--- config.mk ---
export PLATFORM = sky130hd
export DESIGN_NAME = bfa_ctrl
export DESIGN_NICKNAME = d
export VERILOG_FILES = /design/src/design/bfa_pkg.sv /design/src/design/bfa_ctrl.sv
export SDC_FILE = /design/constraint.sdc
export NUM_CORES = 1
export LEC_CHECK = 0
export ABC_AREA = 1
export BUFFER_PORTS_ARGS = -buffer_cell sky130_fd_sc_hd__buf_2
export CAP_MARGIN = 20
export CORE_AREA = 2 2 39 41
export CTS_BUF_LIST = sky130_fd_sc_hd__clkbuf_4 sky130_fd_sc_hd__clkbuf_8
export DETAILED_ROUTE_END_ITERATION = 8
export DIE_AREA = 0 0 41 43
export GPL_TIMING_DRIVEN = 0
export HOLD_SLACK_MARGIN = 0.02
export PLACE_DENSITY = 0.62
export SLEW_MARGIN = 0
export SYNTH_ARGS = -nofsm -noshare
export SYNTH_HDL_FRONTEND = slang
export SYNTH_SLANG_ARGS = --single-unit
--- constraint.sdc ---
create_clock -name i_clk -period 2.65 [get_ports i_clk]
set_clock_uncertainty 0.1 [all_clocks]
set_input_delay 0.3975 -clock i_clk [delete_from_list [all_inputs] [get_ports i_clk]]
set_output_delay 0.3975 -clock i_clk [all_outputs]
set_load 0.05 [all_outputs]
--- src/design/bfa_pkg.sv ---
package bfa_pkg;

    localparam int FRAME_SHIFT = 12;

    typedef enum logic [1:0] {
        MODE_ALLOC  = 2'd0,
        MODE_FREE   = 2'd1,
        MODE_UNMARK = 2'd2,
        MODE_MARK   = 2'd3
    } t_mode;

    typedef enum logic [1:0] {
        ST_DONE    = 2'd0,
        ST_NO_ROOM = 2'd1,
        ST_ZERO    = 2'd2
    } t_status;

    // controller -> datapath
    typedef struct packed {
        logic load;       // capture request, reset scan
        logic scan_step;  // examine word at scan pointer
        logic rng_init;   // set range pointer to chosen start
        logic rng_step;   // apply one word of the range
        logic finish;     // drive result
    } t_cmd;

    // datapath -> controller
    typedef struct packed {
        logic zero_cnt;
        logic is_alloc;
        logic scan_found;
        logic scan_end;
        logic rng_done;
    } t_sts;

endpackage

--- src/design/bfa_ctrl.sv ---
module bfa_ctrl (
    input  logic          i_clk,
    input  logic          i_rst_n,
    input  logic          i_start,
    output logic          o_busy,
    output bfa_pkg::t_cmd o_cmd,
    input  bfa_pkg::t_sts i_sts
);
    import bfa_pkg::*;

    typedef enum logic [5:0] {
        S_IDLE  = 6'b000001,
        S_DEC   = 6'b000010,
        S_SCAN  = 6'b000100,
        S_RINIT = 6'b001000,
        S_RNG   = 6'b010000,
        S_DONE  = 6'b100000
    } t_state;

    t_state r_state, n_state;

    always_ff @(posedge i_clk) begin
        if (!i_rst_n) r_state <= S_IDLE;
        else          r_state <= n_state;
    end

    always_comb begin
        n_state = r_state;
        o_cmd   = '0;
        unique case (r_state)
            S_IDLE: begin
                if (i_start) begin
                    o_cmd.load = 1'b1;
                    n_state    = S_DEC;
                end
            end
            S_DEC: begin
                if (i_sts.zero_cnt)      n_state = S_DONE;
                else if (i_sts.is_alloc) n_state = S_SCAN;
                else                     n_state = S_RINIT;
            end
            S_SCAN: begin
                // found checked on the state before each step
                if (i_sts.scan_found)    n_state = S_RINIT;
                else if (i_sts.scan_end) n_state = S_DONE;
                else                     o_cmd.scan_step = 1'b1;
            end
            S_RINIT: begin
                o_cmd.rng_init = 1'b1;
                n_state        = S_RNG;
            end
            S_RNG: begin
                if (i_sts.rng_done) n_state = S_DONE;
                else                o_cmd.rng_step = 1'b1;
            end
            S_DONE: begin
                o_cmd.finish = 1'b1;
                n_state      = S_IDLE;
            end
            default: n_state = S_IDLE;
        endcase
    end

    assign o_busy = (r_state != S_IDLE);

endmodule

[After elaboration in Yosys (flattened, before gate mapping)]
Index checks and enable logic that the tools add are counted.
Widths: inputs -> output; s select.
Word-level totals
  bits in registers: 6
  bits of input ports: 8
  output and inout bits: 6
  logic and storage cells: 28
Operators by class
  equal/unequal tests: 10
  muxes and demuxes: 16
  reduce and logical (&&, ||, !) cells: 1
Operator list (count)
  $mux 6: 5
  $pmux 6 s5: 1
  $mux 1: 9
  $eq 6x1->1 const B: 1
  $eq 6x2->1 const B: 1
  $eq 6x3->1 const B: 1
  $eq 6x4->1 const B: 1
  $eq 6x5->1 const B: 1
  $eq 6x6->1 const B: 1
  $ne 6x1->1 const B: 1
  $mux 4: 1
  $ne 2x2->1 const B: 2
  $ne 3x3->1 const B: 1
  $reduce_and 3->1: 1

[Logic depth before layout (Yosys ltp)]
  depth in word-level cells: 3
  mapped depth: 7
  mapped depth without buffers: 7

[Least setup slack after synthesis]
No wires, ideal clock.
  path kind: flip-flop to output port
  start: register r_state[2]
  end: output o_cmd[4] in the netlist's numbering
  arrival time: 1.601 ns
  data required time: 2.152 ns
  slack: 0.552 ns
  stages on the path, launching flop included: 4
  path buffers: 0
  cells stage by stage: dfxtp_1 nor2_2 nand3_2 nor2_1
RTL lines
  start, declared: line bfa_ctrl.sv:20  | t_state r_state, n_state;
  start signal, assigned: line bfa_ctrl.sv:24  | else r_state <= n_state;
  end, declared: line bfa_ctrl.sv:6  | output bfa_pkg::t_cmd o_cmd,

==> impl_metrics.yaml <==
floorplanning:
  chipWidth_um: 41
  die_y_um: 43
  rows: 14
  initial_core_util_pct: 28.57
  dieArea_um2: 1763
  pin_count: 14
  core_area_um2: 1384
placement:
  dp_hpwl_um: 663
  place_area_um2: 480.5
  gp_congestion: 0.7808
  place_ws_ns: 0.9243
  numPortBuffers: 13
  place_inst: 89
worst_setup_path:
  critPathSlowestCell: "dfxtp_1"
  required_ns: 2.15
  end_kind: "output pin"
  cp_data_arrival_time_ns: 1.47
  crit_path_cell_trace: "nor2_4 -> nand4_2 -> or2_1 -> inv_1 -> buf_2"
  path_max_fanout: 6
  cp-start-kind: "flip-flop"
  path_class: "reg -> out"
  max_stage_delay_ns: 0.33
hold_path:
  hp-class: "in -> reg"
route:
  via_per_inst: 4.489
  ant_nets: 0
  drt-total-wl_um: 837
  drtIter0Drc: 7
  via_count: 413
  first_pass_iters: 4
  drc: 0
  wire_per_inst_um: 9.098
yosys:
  synth_top_area_share_pct: 30.38
  avgSynthCellArea_um2: 6.590
  ys_ff_latch: 6
  synth_area_leaders: "dfxtp_1 30%, inv_1 11%, nor2_1 10%"
  yosysTopAreaCell: "dfxtp_1"
  seq_area_frac_synth_pct: 30.38
  synthCells: 60
  synthDistinctLibCells: 18
  synth_nets: 68
  syn_area_um2: 395.4
  synth_warnings: 0
cts:
  clkSinkCount: 6
  cts-buffers-inserted: 3
  cts_setup_buffers: 0
  h-tree-depth: 1
  worstSkewPairLatency_ns: 0.25
  cts_resized: 0
  cts_root_buf: "clkbuf_4"
  cts_buffer_depth: 2
  clkTransAtPathRegs_ns: 0.05
  cts_tree: "yes"
  cts_hold_buffers: 0
finish:
  drive_above_1_share_pct: 32.89
  synthToLayoutAreaGrowth_pct: 27.22
  largest_register_ff_count: 6
  antenna_cells: 0
  fin_area_um2: 503.0
  fillers: 153
  layout.nets: 86
  top_regs: "r_state (6)"
  instances_no_fill: 92
  top_register: "r_state"
timing:
  setup-tns-final_ns: 0
  drv_slew: 0
  relSlewSlack_pct: 81.34
  setup_slack_ns: 0.6874
  tightestPinTransition_ns: 0.2796
  finalCriticalPeriod_ns: 1.963
  fmax_ghz: 0.5095
  timing.hold.ws_ns: 0.2498
  setup_viol: 0
  period_share_pct: 74.06
  rsz0062_at_grt: "false"
  hold_viol: 0
power:
  power.density_nw_per_um2: 478.9
  power_frac_comb_pct: 23.3
  sw_frac_of_total_pct: 32.52
  power_frac_clock_pct: 36.0
  internal-power_mw: 0.1625
  p_seq_share_pct: 40.6
  power_leakage_nw: 0.2857
  power_switching_mw: 0.07834
  ir_worst_vdd_mv: 0.3409
global_route:
  grt_usage_pct: 11.97
  grt-ovfl-total: 0
  antenna_found_initial: 0
  grt_pass1_vias: 364
  grt_max_degree: 8
  grt_first_pass_wirelength_um: 1393
status:
  status: "completed"
flow_run:
  maxCapViolCount: 0
-- kinds of logic (layout without fill, tap and decap cells) --
kind of cell / after synthesis / in the layout / synth area share (%)
simple gates: 38 / 38 / 52.22
buf+inv: 12 / 28 / 11.39
compound gates: 4 / 4 / 6.012
flops: 6 / 6 / 30.38
-- critical path, delay by kind of cell (launching register included) --
kind          cells  cell delay [ns]
simple gates      3             0.58
flops             1             0.33
buf+inv           2             0.31
-- layout make-up --
cell class | count | area, um^2 | share of cell area [%]
multi-input combinational | 42 | 230.2 | 45.77
sequential | 6 | 120.1 | 23.88
timing repair buffer | 13 | 65.06 | 12.94
inverter | 12 | 45.04 | 8.955
clock buffer | 3 | 22.52 | 4.478
tap | 16 | 20.02 | 3.980
-- routing by layer --
layer	global-route usage [%]	wire (um)	up-vias
met5	0	0	-
met4	10.00	29	0
met3	1.571	49	5
met2	15.63	348	13
li1	-	-	223
met1	16.50	409	172
-- Yosys cell counts (all sizes together) --
library cell / n
a21oi: 3
nand3: 5
nor2: 16
or2: 1
o21ai: 1
nor3: 1
and3: 1
nand3b: 2
inv: 12
nand2: 9
nand4: 3
dfxtp: 6
-- metrics by stage --
stage,total power [mW],utilization (%)
floorplan,0.1403,-
global placement,0.1546,34.72
detailed placement,0.1560,34.72
CTS,0.2413,36.35
global route,0.2523,36.35
finish,0.2409,36.35
-- layout by cell type, fill, tap and decap left out, types with 2 or more instances in the layout --
| master | netlist | final |
|---|---|---|
| a21oi_1 | 2 | 2 |
| buf_2 | 0 | 13 |
| clkbuf_4 | 0 | 3 |
| dfxtp_1 | 6 | 6 |
| inv_1 | 12 | 12 |
| nand2_1 | 8 | 8 |
| nand3_1 | 4 | 4 |
| nand3b_1 | 2 | 2 |
| nand4_1 | 2 | 2 |
| nor2_1 | 11 | 11 |
| nor2_2 | 3 | 3 |
| nor2_4 | 2 | 2 |
-- power groups by stage --
stage | clock, mW | sequential [mW] | combinational [mW]
after detailed placement | 0 | 0.0997 | 0.0563
after global routing | 0.0915 | 0.0982 | 0.0626
after floorplan | 0 | 0.0991 | 0.0412
after CTS | 0.0868 | 0.0980 | 0.0565
after global placement | 0 | 0.0995 | 0.0551
final | 0.0868 | 0.0978 | 0.0562
-- final timing paths --
check,start,endpoint,slack [ns],cells past startpoint
worst max-delay path,r_state[4],o_cmd[3],0.69,5
worst max register to register,r_state[2],r_state[5],1.37,6
worst min register to register,r_state[0],r_state[1],0.54,4
worst min-delay path,i_rst_n,r_state[0],0.25,2
(Power assumes the default switching activity.)
